--- src/rtl/core/wwr_pkg.sv ---
`timescale 1ns / 1ps

package wwr_pkg;

  localparam int unsigned CharW              = 8;
  localparam int unsigned WidthW             = 8;
  localparam int unsigned DefaultRowBits     = 16;
  localparam int unsigned DefaultQueueDepth  = 2;
  localparam logic [WidthW-1:0] ScreenWidthReset = 8'd80;

  localparam logic [CharW-1:0] CharEnd     = 8'd0;
  localparam logic [CharW-1:0] CharNewline = 8'd10;
  localparam logic [CharW-1:0] CharSpace   = 8'd32;

  typedef enum logic [1:0] {
    KindEnd,
    KindNewline,
    KindSpace,
    KindChar
  } kind_e;

  typedef struct packed {
    kind_e kind;
  } item_t;

  function automatic kind_e classify(input logic [CharW-1:0] code);
    kind_e k;
    k = KindChar;
    if (code == CharEnd) begin
      k = KindEnd;
    end else if (code == CharNewline) begin
      k = KindNewline;
    end else if (code == CharSpace) begin
      k = KindSpace;
    end
    return k;
  endfunction

endpackage

--- src/rtl/core/word_wrap_row_counter.sv ---
`timescale 1ns / 1ps
// Greedy word-wrap row counter.
// Text bytes arrive on the s_axis channel, one byte per transfer. A zero byte ends
// the text and produces one transfer on m_axis carrying the number of completed
// display rows, saturated at the maximum of RowBits bits; all other bytes produce
// nothing. The screen width is written through the cfg channel, which is always
// ready and may only be used while no text is in flight; it resets to 80.
// An end-of-text transfer passes the classifying input register, the two-entry
// queue and the output register of the wrap engine before m_axis_tvalid rises.
// The block takes one byte per cycle except when stalled behind a held result,
// as below; the wrap engine updates its line and row counters once per byte.
// When the receiver stalls, the result holds in the output register while the
// wrap engine keeps consuming ordinary bytes; only a further end-of-text byte
// waits, after which the queue and input register fill and s_axis_tready drops.
// Reset clears the line state, the row count and all valid flags and restores
// the screen width to 80.
module word_wrap_row_counter #(
  parameter int unsigned RowBits = wwr_pkg::DefaultRowBits
) (
  input  logic                         clk_i,
  input  logic                         rst_ni,
  input  logic [7:0]                   s_axis_tdata,   // [7:0] char_code
  input  logic                         s_axis_tvalid,
  output logic                         s_axis_tready,
  output logic [((RowBits+7)/8)*8-1:0] m_axis_tdata,   // [RowBits-1:0] row_count
  output logic                         m_axis_tvalid,
  input  logic                         m_axis_tready,
  input  logic                         cfg_valid_i,
  output logic                         cfg_ready_o,
  input  logic [wwr_pkg::WidthW-1:0]   cfg_data_i
);

  localparam int unsigned OutW = ((RowBits + 7) / 8) * 8;

  wwr_pkg::item_t     fr_item, q_item;
  logic               fr_valid, fr_ready, q_valid, q_ready;
  logic [RowBits-1:0] row_count;

  assign cfg_ready_o  = 1'b1;
  assign m_axis_tdata = OutW'(row_count);

  wwr_front u_front (
    .clk_i   (clk_i),
    .rst_ni  (rst_ni),
    .char_i  (s_axis_tdata),
    .valid_i (s_axis_tvalid),
    .ready_o (s_axis_tready),
    .item_o  (fr_item),
    .valid_o (fr_valid),
    .ready_i (fr_ready)
  );

  wwr_queue #(
    .Depth (wwr_pkg::DefaultQueueDepth)
  ) u_queue (
    .clk_i        (clk_i),
    .rst_ni       (rst_ni),
    .push_item_i  (fr_item),
    .push_valid_i (fr_valid),
    .push_ready_o (fr_ready),
    .pop_item_o   (q_item),
    .pop_valid_o  (q_valid),
    .pop_ready_i  (q_ready)
  );

  wwr_back #(
    .RowBits (RowBits)
  ) u_back (
    .clk_i       (clk_i),
    .rst_ni      (rst_ni),
    .cfg_valid_i (cfg_valid_i),
    .cfg_data_i  (cfg_data_i),
    .item_i      (q_item),
    .valid_i     (q_valid),
    .ready_o     (q_ready),
    .row_count_o (row_count),
    .valid_o     (m_axis_tvalid),
    .ready_i     (m_axis_tready)
  );

endmodule

--- src/rtl/core/wwr_front.sv ---
`timescale 1ns / 1ps

module wwr_front (
  input  logic                       clk_i,
  input  logic                       rst_ni,
  input  logic [wwr_pkg::CharW-1:0]  char_i,
  input  logic                       valid_i,
  output logic                       ready_o,
  output wwr_pkg::item_t             item_o,
  output logic                       valid_o,
  input  logic                       ready_i
);

  logic           valid_q, valid_d;
  wwr_pkg::item_t item_q, item_d;

  assign ready_o = !valid_q || ready_i;
  assign valid_o = valid_q;
  assign item_o  = item_q;

  always_comb begin
    valid_d = valid_q;
    item_d  = item_q;
    if (ready_o) begin
      valid_d = valid_i;
      if (valid_i) begin
        item_d.kind = wwr_pkg::classify(char_i);
      end
    end
  end

  always_ff @(posedge clk_i or negedge rst_ni) begin
    if (!rst_ni) begin
      valid_q <= 1'b0;
    end else begin
      valid_q <= valid_d;
    end
  end

  always_ff @(posedge clk_i) begin
    item_q <= item_d;
  end

endmodule

--- src/rtl/core/wwr_queue.sv ---
`timescale 1ns / 1ps

module wwr_queue #(
  parameter int unsigned Depth = wwr_pkg::DefaultQueueDepth
) (
  input  logic           clk_i,
  input  logic           rst_ni,
  input  wwr_pkg::item_t push_item_i,
  input  logic           push_valid_i,
  output logic           push_ready_o,
  output wwr_pkg::item_t pop_item_o,
  output logic           pop_valid_o,
  input  logic           pop_ready_i
);

  localparam int unsigned AddrW = (Depth > 1) ? $clog2(Depth) : 1;
  localparam int unsigned CntW  = $clog2(Depth + 1);

  wwr_pkg::item_t    mem_q [Depth];
  logic [AddrW-1:0]  wr_ptr_q, wr_ptr_d;
  logic [AddrW-1:0]  rd_ptr_q, rd_ptr_d;
  logic [CntW-1:0]   cnt_q, cnt_d;
  logic              push, pop;

  assign push_ready_o = (cnt_q != CntW'(Depth));
  assign pop_valid_o  = (cnt_q != '0);
  assign pop_item_o   = mem_q[rd_ptr_q];
  assign push         = push_valid_i && push_ready_o;
  assign pop          = pop_valid_o && pop_ready_i;

  always_comb begin
    wr_ptr_d = wr_ptr_q;
    rd_ptr_d = rd_ptr_q;
    cnt_d    = cnt_q;
    if (push) begin
      wr_ptr_d = (wr_ptr_q == AddrW'(Depth - 1)) ? '0 : wr_ptr_q + AddrW'(1);
    end
    if (pop) begin
      rd_ptr_d = (rd_ptr_q == AddrW'(Depth - 1)) ? '0 : rd_ptr_q + AddrW'(1);
    end
    if (push && !pop) begin
      cnt_d = cnt_q + CntW'(1);
    end else if (pop && !push) begin
      cnt_d = cnt_q - CntW'(1);
    end
  end

  always_ff @(posedge clk_i or negedge rst_ni) begin
    if (!rst_ni) begin
      wr_ptr_q <= '0;
      rd_ptr_q <= '0;
      cnt_q    <= '0;
    end else begin
      wr_ptr_q <= wr_ptr_d;
      rd_ptr_q <= rd_ptr_d;
      cnt_q    <= cnt_d;
    end
  end

  always_ff @(posedge clk_i) begin
    if (push) begin
      mem_q[wr_ptr_q] <= push_item_i;
    end
  end

endmodule

--- src/rtl/core/wwr_back.sv ---
`timescale 1ns / 1ps

module wwr_back #(
  parameter int unsigned RowBits = wwr_pkg::DefaultRowBits
) (
  input  logic                        clk_i,
  input  logic                        rst_ni,
  input  logic                        cfg_valid_i,
  input  logic [wwr_pkg::WidthW-1:0]  cfg_data_i,
  input  wwr_pkg::item_t              item_i,
  input  logic                        valid_i,
  output logic                        ready_o,
  output logic [RowBits-1:0]          row_count_o,
  output logic                        valid_o,
  input  logic                        ready_i
);

  localparam int unsigned W = wwr_pkg::WidthW;

  logic [W-1:0]       width_q;
  logic [W-1:0]       len_q, len_d;
  logic [W-1:0]       lsp_q, lsp_d;
  logic               seen_q, seen_d;
  logic [RowBits-1:0] rows_q, rows_d;
  logic               out_valid_q, out_valid_d;
  logic [RowBits-1:0] out_rows_q;
  logic               take, is_space, count;
  logic [W-1:0]       carry;

  assign ready_o     = (item_i.kind != wwr_pkg::KindEnd) || !out_valid_q || ready_i;
  assign take        = valid_i && ready_o;
  assign is_space    = (item_i.kind == wwr_pkg::KindSpace);
  assign valid_o     = out_valid_q;
  assign row_count_o = out_rows_q;

  always_comb begin
    len_d       = len_q;
    lsp_d       = lsp_q;
    seen_d      = seen_q;
    rows_d      = rows_q;
    count       = 1'b0;
    carry       = '0;
    out_valid_d = out_valid_q && !ready_i;
    if (take) begin
      case (item_i.kind)
        wwr_pkg::KindEnd: begin
          out_valid_d = 1'b1;
          len_d  = '0;
          lsp_d  = '0;
          seen_d = 1'b0;
          rows_d = '0;
        end
        wwr_pkg::KindNewline: begin
          count  = 1'b1;
          len_d  = '0;
          lsp_d  = '0;
          seen_d = 1'b0;
        end
        wwr_pkg::KindSpace, wwr_pkg::KindChar: begin
          if (len_q == '0 && is_space) begin
            count = 1'b0;
          end else if (width_q == '0) begin
            count  = 1'b1;
            len_d  = '0;
            lsp_d  = '0;
            seen_d = 1'b0;
          end else begin
            if (len_q >= width_q) begin
              count = 1'b1;
              if (seen_q && lsp_q < width_q) begin
                carry = width_q - W'(1) - lsp_q;
              end
              len_d  = carry;
              lsp_d  = '0;
              seen_d = 1'b0;
            end
            if (!(len_d == '0 && is_space)) begin
              if (is_space) begin
                lsp_d  = len_d;
                seen_d = 1'b1;
              end
              len_d = len_d + W'(1);
            end
          end
        end
        default: begin
          count = 1'b0;
        end
      endcase
      if (count && rows_q != '1) begin
        rows_d = rows_q + RowBits'(1);
      end
    end
  end

  always_ff @(posedge clk_i or negedge rst_ni) begin
    if (!rst_ni) begin
      width_q     <= wwr_pkg::ScreenWidthReset;
      len_q       <= '0;
      lsp_q       <= '0;
      seen_q      <= 1'b0;
      rows_q      <= '0;
      out_valid_q <= 1'b0;
    end else begin
      if (cfg_valid_i) begin
        width_q <= cfg_data_i;
      end
      len_q       <= len_d;
      lsp_q       <= lsp_d;
      seen_q      <= seen_d;
      rows_q      <= rows_d;
      out_valid_q <= out_valid_d;
    end
  end

  always_ff @(posedge clk_i) begin
    if (take && item_i.kind == wwr_pkg::KindEnd) begin
      out_rows_q <= rows_q;
    end
  end

endmodule

--- config.mk ---
export PLATFORM = sky130hd
export DESIGN_NAME = word_wrap_row_counter
export DESIGN_NICKNAME = d
export VERILOG_FILES = /design/src/rtl/core/wwr_pkg.sv /design/src/rtl/core/word_wrap_row_counter.sv /design/src/rtl/core/wwr_front.sv /design/src/rtl/core/wwr_queue.sv /design/src/rtl/core/wwr_back.sv
export SDC_FILE = /design/constraint.sdc
export NUM_CORES = 1
export LEC_CHECK = 0
export ABC_AREA = 1
export BUFFER_PORTS_ARGS = -buffer_cell sky130_fd_sc_hd__buf_2
export CAP_MARGIN = 10
export CORE_UTILIZATION = 50
export CTS_CLUSTER_DIAMETER = 40
export CTS_CLUSTER_SIZE = 20
export DETAILED_ROUTE_END_ITERATION = 10
export PLACE_DENSITY = 0.69
export SYNTH_ARGS = -nofsm -noshare
export SYNTH_HDL_FRONTEND = slang
export SYNTH_SLANG_ARGS = --single-unit
--- constraint.sdc ---
create_clock -name clk_i -period 3.1 [get_ports clk_i]
set_input_delay 0.93 -clock clk_i [delete_from_list [all_inputs] [get_ports clk_i]]
set_output_delay 0.93 -clock clk_i [all_outputs]
set_load 0.01 [all_outputs]
==> out/summary.md, run 1 <==
The flow ran to the end, and the final reports show no timing, DRC or antenna violations. Of the available clock period, the critical path in the final layout requires 88.5%. The core region area is 8380 um2, and the total DRC errors in the routed layout is 0. The tools report the detailed route wirelength on metal3 as 420 um. The detailed router put a total of 4.38 mm of wire on met1. During synthesis, Yosys emitted a total of 0 warnings.

The tools report the maximum clock frequency as 365 MHz. Uppermost signal routing layer after detailed routing: met4. Net switching power: 1970 uW. Total of fill cells in the finished design: 753.

Summing all multi-input logic gate instances after layout gives 2200 um2. The tools report the root buffer cell as sky130_fd_sc_hd__clkbuf_8. The worst setup path is launched from a register. The H-tree was split into 3 levels.

For the maximum buffer depth of the clock tree, the log shows 2. Dividing the detail-routed via count by the number of cells gives 5.14. Clock latency on the worst-skew pair, taken at its later pin, is 350 ps. The largest individual stage delay along the critical path comes from the cell sky130_fd_sc_hd__dfstp_2. The final layout contains routed wiring with a total length of 9.02 mm. The half-perimeter wire length after placement was 6.81 mm; the count of TritonRoute iterations in the first routing pass was 5. The tools report the area of the die as 9170 um2.

Final net count: 642. The maximum number of pins on one net before global-route repair came out at 48. Excluding fillers, the count of instances in the completed layout stands at 705.

The setup-violating endpoint count in the final report was 0; the net switching share of the total power was 46.4%. The post-placement setup slack came out at 432 ps. STA puts the critical path data arrival time at 2990 ps.

By startpoint and endpoint, the worst setup path is classified as reg -> reg. The run gives 0.00240 uW as the leakage power summed over all cells. After routing, the total negative slack on setup checks comes to 0 ps. The tree built by TritonCTS fans out to 69 sinks.

TritonCTS built the clock tree. The width of the die is 95.8 um. The tools report the post-cts repair resize count as 0. The power density of the placed cells is 871 nW/um2, and the number of failing hold endpoints at the final stage is 0. The final critical path time including I/O delays and setup was 2740 ps; the portion of total power attributed to sequential cells was 30.6%.

Number of antenna violations at the first check in global routing: 0. When the netlist entered floorplanning its net count stood at 601. IR analysis of the VDD net gives a maximum drop of 0.527 mV. The clock network power share came out at 19.5%. The detailed router placed 3,626 vias in this run.

For this run the aggregate overflow at the end of global routing stands at 0. The synthesized netlist occupies a cell area of 4400 um2. The signal on the critical path passes through inv_1 > ha_1 > nand2_1 > nor2_1 > nand2_2 > nand2_4 > inv_2 > nand2_1 > o21ai_0 > nor2_1 > nand3_2 > nand2_4 > nand2_1 > nand3_1 > nand2_1. Buffers added to address setup during post-CTS repair amount to 0. Clock skew after layout: 8.57 ps.

The tools report the count of mapped cells out of synthesis as 554. The count of pins over their slew limit is 0, and the area added between synthesis and finish is 10.6%. Across every metal layer, demand over resource in global routing totals 22.9%. The part of the power in combinational logic is 50.0%. The design draws 4240 uW. The area taken by flip-flops and latches is 1840 um2, and the number of flip-flops and latches in the synthesized netlist is 69. Buffers inserted to repair hold after CTS numbered 0. For this block, the initial DRC count from the detailed router was 151. The delay contributed by the slowest stage of the critical path is 550 ps. The cell that appears most often on the critical path is sky130_fd_sc_hd__nand2_1. The headroom to the max-slew limit is 57.9%, and the number of placed instances with taps included is 689. The internal power of the cells totals 2270 uW.

Input and output buffers added on the ports amount to 38. The logs give 357 ps for the worst setup margin and 0 for the number of nets still failing antenna checks after routing. For the pin with the worst max-slew slack, the measured transition is 631 ps.

The number of buffers added by the clock tree synthesis step came out at 9. In this run the core area contains 33 standard-cell rows. The number of primary I/O pins is 40, and the vertical die dimension is 95.8 um. Final hold analysis gives a worst-case slack of 458 ps.

The path class of the tightest hold or removal check is reg -> reg. The max-capacitance violation count was 0; the data required time at the worst endpoint was 3340 ps. In the final layout, the share of cells above drive strength 1 is 16.7%.

The routed length on met2 is 4.06 mm. The global placer's final weighted congestion came out at 0.894. Sorting the synthesized cells by area gives the leading types as sky130_fd_sc_hd__dfrtp_1 26%, sky130_fd_sc_hd__edfxtp_1 15%, sky130_fd_sc_hd__nand2_1 15%.

Dividing the detail-routed wire length by the instance count gives 12.8 um. Summing the sequential cell areas from Yosys gives 41.8% of the chip area. Yosys mapped the design onto 43 distinct sky130hd cell types. The cell type with the largest total area after synthesis is sky130_fd_sc_hd__dfrtp_1. Starting density of the core: 52.5%. The endpoint class of the critical path is a register.

Via count of the first global-routing pass: 3,452. The number of inserted diodes came out at 0. Post-synthesis average cell area: 7.94 um2. Setup repair after global routing left no endpoint under its margin. After clock tree synthesis, the clock-pin slew on the worst setup and hold paths is 80 ps. Of the post-synthesis cell area, the dominant cell type holds 25.6%.

The first global-routing pass estimated 15.9 mm of wire. Along the worst path, the maximum fanout reaches 15.
[layout by cell type (no fill, tap or decap), types with 5 or more instances in the layout]
master / Yosys / routed
sky130_fd_sc_hd__ha_1: 25 / 25
sky130_fd_sc_hd__a21oi_1: 9 / 9
sky130_fd_sc_hd__xor2_1: 14 / 14
sky130_fd_sc_hd__dfrtp_1: 45 / 45
sky130_fd_sc_hd__inv_2: 8 / 8
sky130_fd_sc_hd__o21ai_0: 18 / 18
sky130_fd_sc_hd__clkbuf_8: 0 / 9
sky130_fd_sc_hd__buf_2: 2 / 38
sky130_fd_sc_hd__nand2_2: 13 / 13
sky130_fd_sc_hd__nand2_1: 173 / 173
sky130_fd_sc_hd__nand2_4: 5 / 5
sky130_fd_sc_hd__edfxtp_1: 22 / 22
sky130_fd_sc_hd__inv_1: 62 / 62
sky130_fd_sc_hd__nor2_1: 51 / 51
sky130_fd_sc_hd__nand3_1: 46 / 46
sky130_fd_sc_hd__nand4_1: 8 / 8
sky130_fd_sc_hd__o21ai_1: 5 / 5
[metrics by stage]
step	utilization (%)	cell area, um2
CTS	58.0	4860
global route	58.0	4860
finish	58.0	4860
detailed placement	55.4	4640
floorplan	-	4400
global placement	55.4	4640
[logic make-up after synthesis]
group	Yosys count	share of synthesized area [%]
buffers and inverters	81	8.14
muxes	1	0.256
DFF	69	41.8
and+or+nand+nor	318	33.0
xor gates and xnor gates	18	3.59
adders and majority gates	26	7.57
other	1	0.0853
AOI/OAI and AO/OA	40	5.52
[critical path: cells and delay by family (launching register included)]
family / cells / cell delay [ps]
simple gates: 11 / 1470
fa+ha+maj: 1 / 270
buf+inv: 2 / 210
compound gates: 1 / 140
flops: 1 / 550
[final timing paths]
| path | endpoint | cells after the start | slack, ps | startpoint |
|---|---|---|---|---|
| hold reg to reg | u_queue.mem_q[0][1] | 0 | 460 | u_front.item_o[1] |
| hold / removal | u_queue.mem_q[0][1] | 0 | 460 | u_front.item_o[1] |
| setup / recovery | u_back.lsp_q[1] | 15 | 360 | u_back.width_q[6] |
| min in group asynchronous | u_back.width_q[7] | 2 | 670 | rst_ni |
| max in group asynchronous | u_back.len_q[3] | 2 | 1990 | rst_ni |
| setup reg to reg | u_back.lsp_q[1] | 15 | 360 | u_back.width_q[6] |
[routing by layer]
| metal | track usage, % | vias to the layer above |
|---|---|---|
| met5 | 0 | - |
| met4 | 8.46 | 0 |
| met3 | 3.32 | 17 |
| met2 | 36.1 | 79 |
| met1 | 32.0 | 1683 |
| li1 | - | 1847 |
[sequential cells by signal, indices dropped and copies added (netlist names), 2 cells and up]
register and cells:
u_back.lsp_q 8, u_queue.cnt_q 2, u_back.rows_q 16, u_back.row_count_o 16, u_back.len_q 8, u_queue.mem_q 4, u_front.item_o 2, u_back.width_q 8
[layout make-up]
class                   instances  share of cell area, %
clock buffers                   9                   2.55
clock inverters                 7                   2.01
flip-flops and latches         69                   37.8
repair buffers                 39                   4.06
multi-input cells             404                   45.2
well taps                     105                   2.70
inverters                      72                   5.66
[synth_stat cells]
cell type,count
sky130_fd_sc_hd__inv_1,62
sky130_fd_sc_hd__inv_6,1
sky130_fd_sc_hd__fa_1,1
sky130_fd_sc_hd__nor3_4,2
sky130_fd_sc_hd__nand3_2,1
sky130_fd_sc_hd__a21oi_1,9
sky130_fd_sc_hd__buf_12,1
sky130_fd_sc_hd__or2_1,3
sky130_fd_sc_hd__inv_2,8
sky130_fd_sc_hd__o21ai_1,5
sky130_fd_sc_hd__dfstp_2,2
sky130_fd_sc_hd__buf_6,3
sky130_fd_sc_hd__nor3_1,3
sky130_fd_sc_hd__nand2_4,5
sky130_fd_sc_hd__nand2_1,173
sky130_fd_sc_hd__nand4_1,8
sky130_fd_sc_hd__nor4_1,2
sky130_fd_sc_hd__clkinv_1,1
sky130_fd_sc_hd__nand2_2,13
sky130_fd_sc_hd__nand3_1,46
sky130_fd_sc_hd__buf_4,2
sky130_fd_sc_hd__buf_2,2
sky130_fd_sc_hd__xnor2_1,4
sky130_fd_sc_hd__nand2_8,1
sky130_fd_sc_hd__ha_1,25
sky130_fd_sc_hd__o21ai_2,3
sky130_fd_sc_hd__conb_1,1
sky130_fd_sc_hd__nor3b_1,1
sky130_fd_sc_hd__nor2_4,2
sky130_fd_sc_hd__edfxtp_1,22
sky130_fd_sc_hd__nor2_1,51
sky130_fd_sc_hd__mux2_2,1
sky130_fd_sc_hd__o21ai_4,1
sky130_fd_sc_hd__clkbuf_1,1
sky130_fd_sc_hd__o22ai_1,2
sky130_fd_sc_hd__o21ai_0,18
sky130_fd_sc_hd__nor2_2,3
sky130_fd_sc_hd__nor4_2,1
sky130_fd_sc_hd__dfrtp_1,45
sky130_fd_sc_hd__o22ai_4,1
sky130_fd_sc_hd__xor2_1,14
sky130_fd_sc_hd__nand3b_1,3
sky130_fd_sc_hd__o21a_1,1
[power groups by stage]
stage,sequential [uW],clock [uW],combinational [uW]
after floorplan,1280,0,1780
after CTS,1300,839,2100
after detailed placement,1310,0,2090
after global placement,1310,0,2050
final,1290,826,2120
after global routing,1320,871,2420
Note: power is estimated with default switching activity, not from simulation.
==> inputs of run 2 (changes only) <==
CORE_MARGIN = 2   (was default)
==> out/summary.md, run 2 (synthesized netlist as in run 1, its figures left out) <==
The flow ran to the end, and the final reports show no timing, DRC or antenna violations. The data required time at the worst endpoint came out at 3340 ps (about the same). The logs give 0 (unchanged) for the total DRC errors in the routed layout and 0 (unchanged) for the number of inserted diodes. The final critical path time including I/O delays and setup came out at 2770 ps (+25.6 ps). The most critical setup path has its startpoint at u_back.width_q[6]. From synthesis to final layout, the design area changed by 10.0%.

The width of the die is 97.8 um (+2.1%), and the wire length of the first global-routing pass is 15.9 mm (-0.35%). The vias per cell works out to 5.07 (-1.4%). The via count of the first global-routing pass is 3,452 (unchanged), and the number of levels in the clock H-tree is 3 (unchanged).

The setup-violating endpoint count in the final report is 0 (unchanged), and the peak fanout along the critical path is 15 (unchanged). The run gives 5 (unchanged) as the count of TritonRoute iterations in the first routing pass. STA classifies the critical path endpoint as a register. The vertical die dimension was 97.8 um (+2.1%). The tools report the number of primary I/O pins as 40 (unchanged). The clock skew after layout is 10.1 ps (+1.49 ps), and the met2 global-route usage is 33.3% (-2.8 points).

The global placer's final weighted congestion was 0.880 (-1.6%). The tools report the clock insertion delay at the later pin of the skew report as 350 ps (about the same). The worst register-to-register path begins at u_back.width_q[6]. Total of fill cells in the finished design: 834 (+11%). The tools report the routing usage on met1 as 28.2% (-3.8 points). The CTS clock-pin slew for the worst setup and hold paths was 80 ps (about the same); the post-cts repair resize count was 0 (unchanged).

The maximum buffer depth of the clock tree is 2 (unchanged). The count of port buffers added during placement is 38 (unchanged). Setup repair after global routing left no endpoint under its margin. The starting density of the core is 50.9% (-1.5 points). The worst path arrival time is 3010 ps (+20 ps). The half-perimeter wire length after placement was 6.87 mm (+0.91%).

The logs give 0.00238 uW (-0.57%) for the leakage power summed over all cells and 0 (unchanged) for the count of pins over their slew limit. For the sum of routed wire length over all layers, the log shows 9.09 mm (+0.82%). The tools report the maximum resistive drop on vdd as 0.432 mV (-18%). The number of placement rows came out at 34 (+3.0%). The top cell types in the final layout, fill and taps aside, are 173 x sky130_fd_sc_hd__nand2_1, 62 x sky130_fd_sc_hd__inv_1, 51 x sky130_fd_sc_hd__nor2_1. TritonCTS built the clock tree.

The layout cell share with drive strength beyond 1 is 16.5% (-0.17 points). The power density of the placed cells came out at 854 nW/um2 (-1.9%). The final net count is 642 (unchanged).

The run gives 8640 um2 (+3.0%) as the core region area. Final instance count without filler cells: 708 (+0.43%). The source of the worst hold timing path was u_front.item_o[1]. The number of nets still failing antenna checks after routing was 0 (unchanged); the number of failing hold endpoints at the final stage was 0 (unchanged).

The most common cell after layout, fill and taps aside is sky130_fd_sc_hd__nand2_1. The run gives 69 (unchanged) as the number of clock sinks seen by CTS. The tools report the iteration-0 DRC count of the detailed router as 182 (+21%). The run gives 48 (unchanged) as the maximum number of pins on one net before global-route repair. The remaining global-route overflow was 0 (unchanged). The logs give 58.3% (+0.42 points) for the headroom to the max-slew limit and 9560 um2 (+4.2%) for the area of the die. Count of vias placed by the detailed router: 3,591 (-0.97%).

The max-capacitance violation count came out at 0 (unchanged). Peak-usage layer in the global routing report: met2. Root buffer cell: sky130_fd_sc_hd__clkbuf_8. The mean routed wirelength per cell works out to 12.8 um (+0.39%).

The number of placed instances with taps included is 692 (+0.44%), and the number of buffers added by the clock tree synthesis step is 9 (unchanged). Global routing met3 resource utilization: 3.08% (-0.24 points). The run gives 20.5% (-2.3 points) as the all-layer global routing usage. The post-CTS setup buffer count was 0 (unchanged).

The critical path is of the reg -> reg type. Number of hold buffers added after cts: 0 (unchanged). The hold slack was 456 ps (-1.78 ps).

The slew at the pin with the worst max-slew slack came out at 625 ps (-6.28 ps). Critical path launch point type: a register. The worst hold path belongs to the class reg -> reg. The maximum clock frequency came out at 361 MHz (-0.92%). The number of antenna violations at the first check in global routing was 0 (unchanged).

The part of the cycle the worst path needs came out at 89.3% (+0.82 points). For the final sum of negative setup slack, the log shows 0 ps (unchanged).
[run 2: worst max-delay path, cell delays in order (launching register included)]
cell	delay (ps)
sky130_fd_sc_hd__dfstp_2	550
sky130_fd_sc_hd__inv_1	80
sky130_fd_sc_hd__ha_1	270
sky130_fd_sc_hd__nand2_1	80
sky130_fd_sc_hd__o21a_1	240
sky130_fd_sc_hd__nand2_4	130
sky130_fd_sc_hd__inv_2	230
sky130_fd_sc_hd__nand2_1	100
sky130_fd_sc_hd__nand2_2	100
sky130_fd_sc_hd__nand2_1	100
sky130_fd_sc_hd__nor2_1	180
sky130_fd_sc_hd__nand3_2	210
sky130_fd_sc_hd__nand2_4	170
sky130_fd_sc_hd__nand2_1	70
sky130_fd_sc_hd__nand3_1	80
sky130_fd_sc_hd__nand2_1	50
[run 2: metal layers]
metal	routed length (um)	up-vias	part of all wire (%)
met5	0	-	0
met4	173	0	1.9
met3	315	15	3.5
met2	4150	88	46
met1	4450	1644	49
li1	-	1844	-
[run 2: layout make-up]
class | count | area [um2] | area share, %
clock inverters | 6 | 63.8 | 1.32
multi-input cells | 404 | 2200 | 45.5
flip-flops and latches | 69 | 1840 | 38.0
repair buffers | 39 | 198 | 4.09
well taps | 108 | 135 | 2.79
clock buffers | 10 | 128 | 2.64
inverters | 72 | 275 | 5.69
[run 2: per-stage QoR]
stage	worst slack, ps	util (%)	cell area (um2)	power, uW
floorplan	850	-	4400	3050
global placement	497	53.8	4650	3360
detailed placement	424	53.8	4650	3410
CTS	397	56.0	4840	4140
global route	119	56.0	4840	4500
finish	331	56.0	4840	4130
[run 2: path summary, 6_finish.rpt]
kind | depth (start not counted) | to | slack, ps
min in group asynchronous | 2 | u_back.width_q[5] | 680
worst max-delay path | 15 | u_back.lsp_q[1] | 330
max in group asynchronous | 2 | u_back.rows_q[12] | 2000
worst min register to register | 0 | u_queue.mem_q[0][1] | 460
worst min-delay path | 0 | u_queue.mem_q[0][1] | 460
worst max register to register | 15 | u_back.lsp_q[1] | 330
[run 2: power breakdown]
part / switching (uW) / leakage, uW / internal (uW)
Clock: 356 / 0.0000927 / 372
Sequential: 160 / 0.000810 / 1140
Combinational: 1430 / 0.00148 / 676
==> inputs of run 3 (changes only) <==
PLACE_DENSITY = default   (was 0.69)
PLACE_DENSITY_LB_ADDON = 0.05   (was default)
SKIP_CTS_REPAIR_TIMING = 1   (was default)
==> out/summary.md, run 3 (synthesized netlist as in run 1, its figures left out) <==
The logs give 8640 um2 (unchanged) for the core region area and 1940 uW (-0.20%) for the net switching power. Maximum number of pins on one net before global-route repair: 48 (unchanged). Setup repair after global routing left no endpoint under its margin. The run gives 6.95 mm (+1.1%) as the half-perimeter wire length after placement.

The tools report the root buffer cell as sky130_fd_sc_hd__clkbuf_8. The run gives 0 ps (unchanged) as the final sum of negative setup slack. The net switching share of the total power is 46.0% (-1.2 points), and the number of failing hold endpoints at the final stage is 0 (unchanged). In this run the worst setup path begins at u_back.width_q[6]. The power density of the placed cells was 868 nW/um2 (+1.6%).

TritonCTS built the clock tree. The tools report the data required time at the worst endpoint as 3330 ps (about the same). Path class of the lowest-slack min-delay path: reg -> reg. The logs give 4230 uW (+2.3%) for the final total power and 0 (unchanged) for the setup-violating endpoint count in the final report. The clock network power share was 19.6% (+2.0 points); the part of the power in combinational logic was 49.7% (-1.3 points).

The tools report the sum of routed wire length over all layers as 9.18 mm (+0.98%). Traced cell by cell, the critical path runs through inv_1 > ha_1 > nand2_1 > o21a_1 > nand2_4 > inv_2 > nand2_1 > nand2_1 > nand2_1 > nor2_1 > nand3_2 > nand2_4 > nand2_1 > nand3_1 > nand2_1. Critical path start-end classification: reg -> reg. The cell count of the worst reg-to-reg path is 15 (unchanged), and the vias per cell is 5.02 (-1.1%). The CTS clock-pin slew for the worst setup and hold paths came out at 80 ps (about the same). STA classifies the critical path endpoint as a register. The layout cell share with drive strength beyond 1 was 16.7% (+0.17 points). The logs give 360 ps (+30 ps) for the register-to-register setup slack and 0 (unchanged) for the max-capacitance violation count.

Width of the die: 97.8 um (unchanged). Cell with the largest stage delay on the worst path: sky130_fd_sc_hd__dfstp_2. The count of vias placed by the detailed router is 3,551 (-1.1%).

Most common cell after layout, fill and taps aside: sky130_fd_sc_hd__nand2_1. The logs give 0 (unchanged) for the number of antenna violations at the first check in global routing and 0 (unchanged) for the remaining global-route overflow. The cell that appears most often on the critical path is sky130_fd_sc_hd__nand2_1.

All-layer global routing usage: 20.2% (-0.30 points). Number of clock sinks seen by CTS: 69 (unchanged). The tools report the global placer's final weighted congestion as 0.880 (about the same).

The endpoint identified for the worst register-to-register timing path is u_back.lsp_q[6]. The starting density of the core came out at 50.9% (unchanged). The tools report the total internal power as 2280 uW (+4.6%).

The number of nets still failing antenna checks after routing is 0 (unchanged). The run gives 2970 ps (-40 ps) as the worst path arrival time. The number of levels in the clock H-tree came out at 3 (unchanged). STA classifies the critical path startpoint as a register. The via count of the first global-routing pass was 3,357 (-2.8%); the placed standard-cell area was 4650 um2 (unchanged).

The clock insertion delay at the later pin of the skew report came out at 340 ps (about the same). The worst register-to-register path begins at u_back.width_q[6]. Vertical die dimension: 97.8 um (unchanged). Peak fanout along the critical path: 15 (unchanged). The number of primary I/O pins was 40 (unchanged).

Leaving out fill and tap cells, the most frequent cells in the layout are 173 x sky130_fd_sc_hd__nand2_1, 62 x sky130_fd_sc_hd__inv_1, 51 x sky130_fd_sc_hd__nor2_1. The run gives 365 MHz (+1.1%) as the maximum clock frequency. The part of the cycle the worst path needs is 88.4% (-0.95 points). The tools report the maximum buffer depth of the clock tree as 2 (unchanged).

The logs give 9 (unchanged) for the number of buffers added by the clock tree synthesis step and 0 (unchanged) for the number of inserted diodes. Delay contributed by the slowest stage of the critical path: 560 ps (about the same). The mean routed wirelength per cell was 13.0 um (+0.98%).

The run gives 708 (unchanged) as the final instance count without filler cells. The tools report the number of placement rows as 34 (unchanged). The iteration-0 DRC count of the detailed router was 188 (+3.3%).

The final critical path time including I/O delays and setup came out at 2740 ps (-29.3 ps). The area of the die came out at 9560 um2 (unchanged). Compared with the post-synthesis result, the final layout area differs by 10.8%. Sink of the worst hold path: u_queue.mem_q[0][1].

The maximum resistive drop on vdd is 0.474 mV (+9.6%). The flow ran to the end, and the final reports show no timing, DRC or antenna violations. For the final net count, the log shows 642 (unchanged). The tools report the headroom to the max-slew limit as 58.7% (+0.34 points). The count of pins over their slew limit was 0 (unchanged); the clock skew after layout was 11.5 ps (+1.40 ps). The slew at the pin with the worst max-slew slack came out at 619 ps (-5.83 ps). The design area was 4870 um2 (+0.67%). Wire length of the first global-routing pass: 15.7 mm (-1.3%). For the hold slack, the log shows 444 ps (-12.6 ps). For the portion of total power attributed to sequential cells, the log shows 30.7% (-0.7 points). The count of TritonRoute iterations in the first routing pass is 5 (unchanged), and the count of port buffers added during placement is 38 (unchanged). Total DRC errors in the routed layout: 0 (unchanged).

The depth of the worst hold-timing path came out at 0 (unchanged). The leakage power summed over all cells is 0.00240 uW (+0.82%). The run gives 692 (unchanged) as the number of placed instances with taps included. The startpoint identified for the worst hold timing path is u_front.item_o[1].
==> run 3: cell count changes in the layout (fill, tap and decap cells not counted) <==
| cell | change |
|---|---|
| sky130_fd_sc_hd__inv_6 | -1 |
| sky130_fd_sc_hd__clkinv_4 | +1 |
| sky130_fd_sc_hd__clkinvlp_4 | -1 |
| sky130_fd_sc_hd__clkbuf_1 | -1 |
| sky130_fd_sc_hd__bufinv_16 | +1 |
| sky130_fd_sc_hd__clkbuf_8 | +1 |
==> run 3: power by group through the flow <==
| stage | clock [uW] | combinational, uW | sequential, uW |
|---|---|---|---|
| after floorplan | 0 | 1780 | 1280 |
| after global placement | 0 | 2070 | 1310 |
| after detailed placement | 0 | 2100 | 1320 |
| after CTS | 849 | 2100 | 1300 |
| after global routing | 881 | 2410 | 1320 |
| final | 829 | 2100 | 1300 |
==> run 3: worst max-delay path by stage <==
stage                           end  slack (ps)  cells past startpoint
floorplan             u_back.seen_q         850                     18
global placement      u_back.seen_q         440                     15
detailed placement  u_back.lsp_q[2]         430                     15
CTS                 u_back.lsp_q[6]         400                     15
global route        u_back.lsp_q[6]          90                     15
finish              u_back.lsp_q[6]         360                     15
==> run 3: layout make-up <==
class / count / area (um2)
Multi-Input combinational cell: 404 / 2200
Tap cell: 108 / 135
Fill cell: 827 / 3760
Clock inverter: 6 / 86.3
Inverter: 72 / 275
Clock buffer: 10 / 138
Sequential cell: 69 / 1840
Timing Repair Buffer: 39 / 198
==> run 3: worst max-delay path: cells and delay by family, from the launching register on <==
kind                     cells  cell delay [ps]
AO/OA/AOI/OAI                1              250
adder cells (fa/ha/maj)      1              270
buffers and inverters        2              310
flip-flops                   1              560
AND/OR/NAND/NOR             11             1230
==> run 3: metal layers <==
| layer | vias up | part of all wire, % | GRT usage [%] |
|---|---|---|---|
| met5 | - | 0 | 0 |
| met4 | 0 | 0.74 | 4.49 |
| met3 | 8 | 4.8 | 4.01 |
| met2 | 84 | 45 | 32.1 |
| met1 | 1614 | 50 | 29.1 |
| li1 | 1845 | - | - |
==> run 3: per-stage QoR <==
stage / worst slack (ps) / util [%]
finish: 361 / 56.4
detailed placement: 430 / 53.8
CTS: 403 / 56.4
global route: 92.4 / 56.4
floorplan: 850 / -
global placement: 436 / 53.8
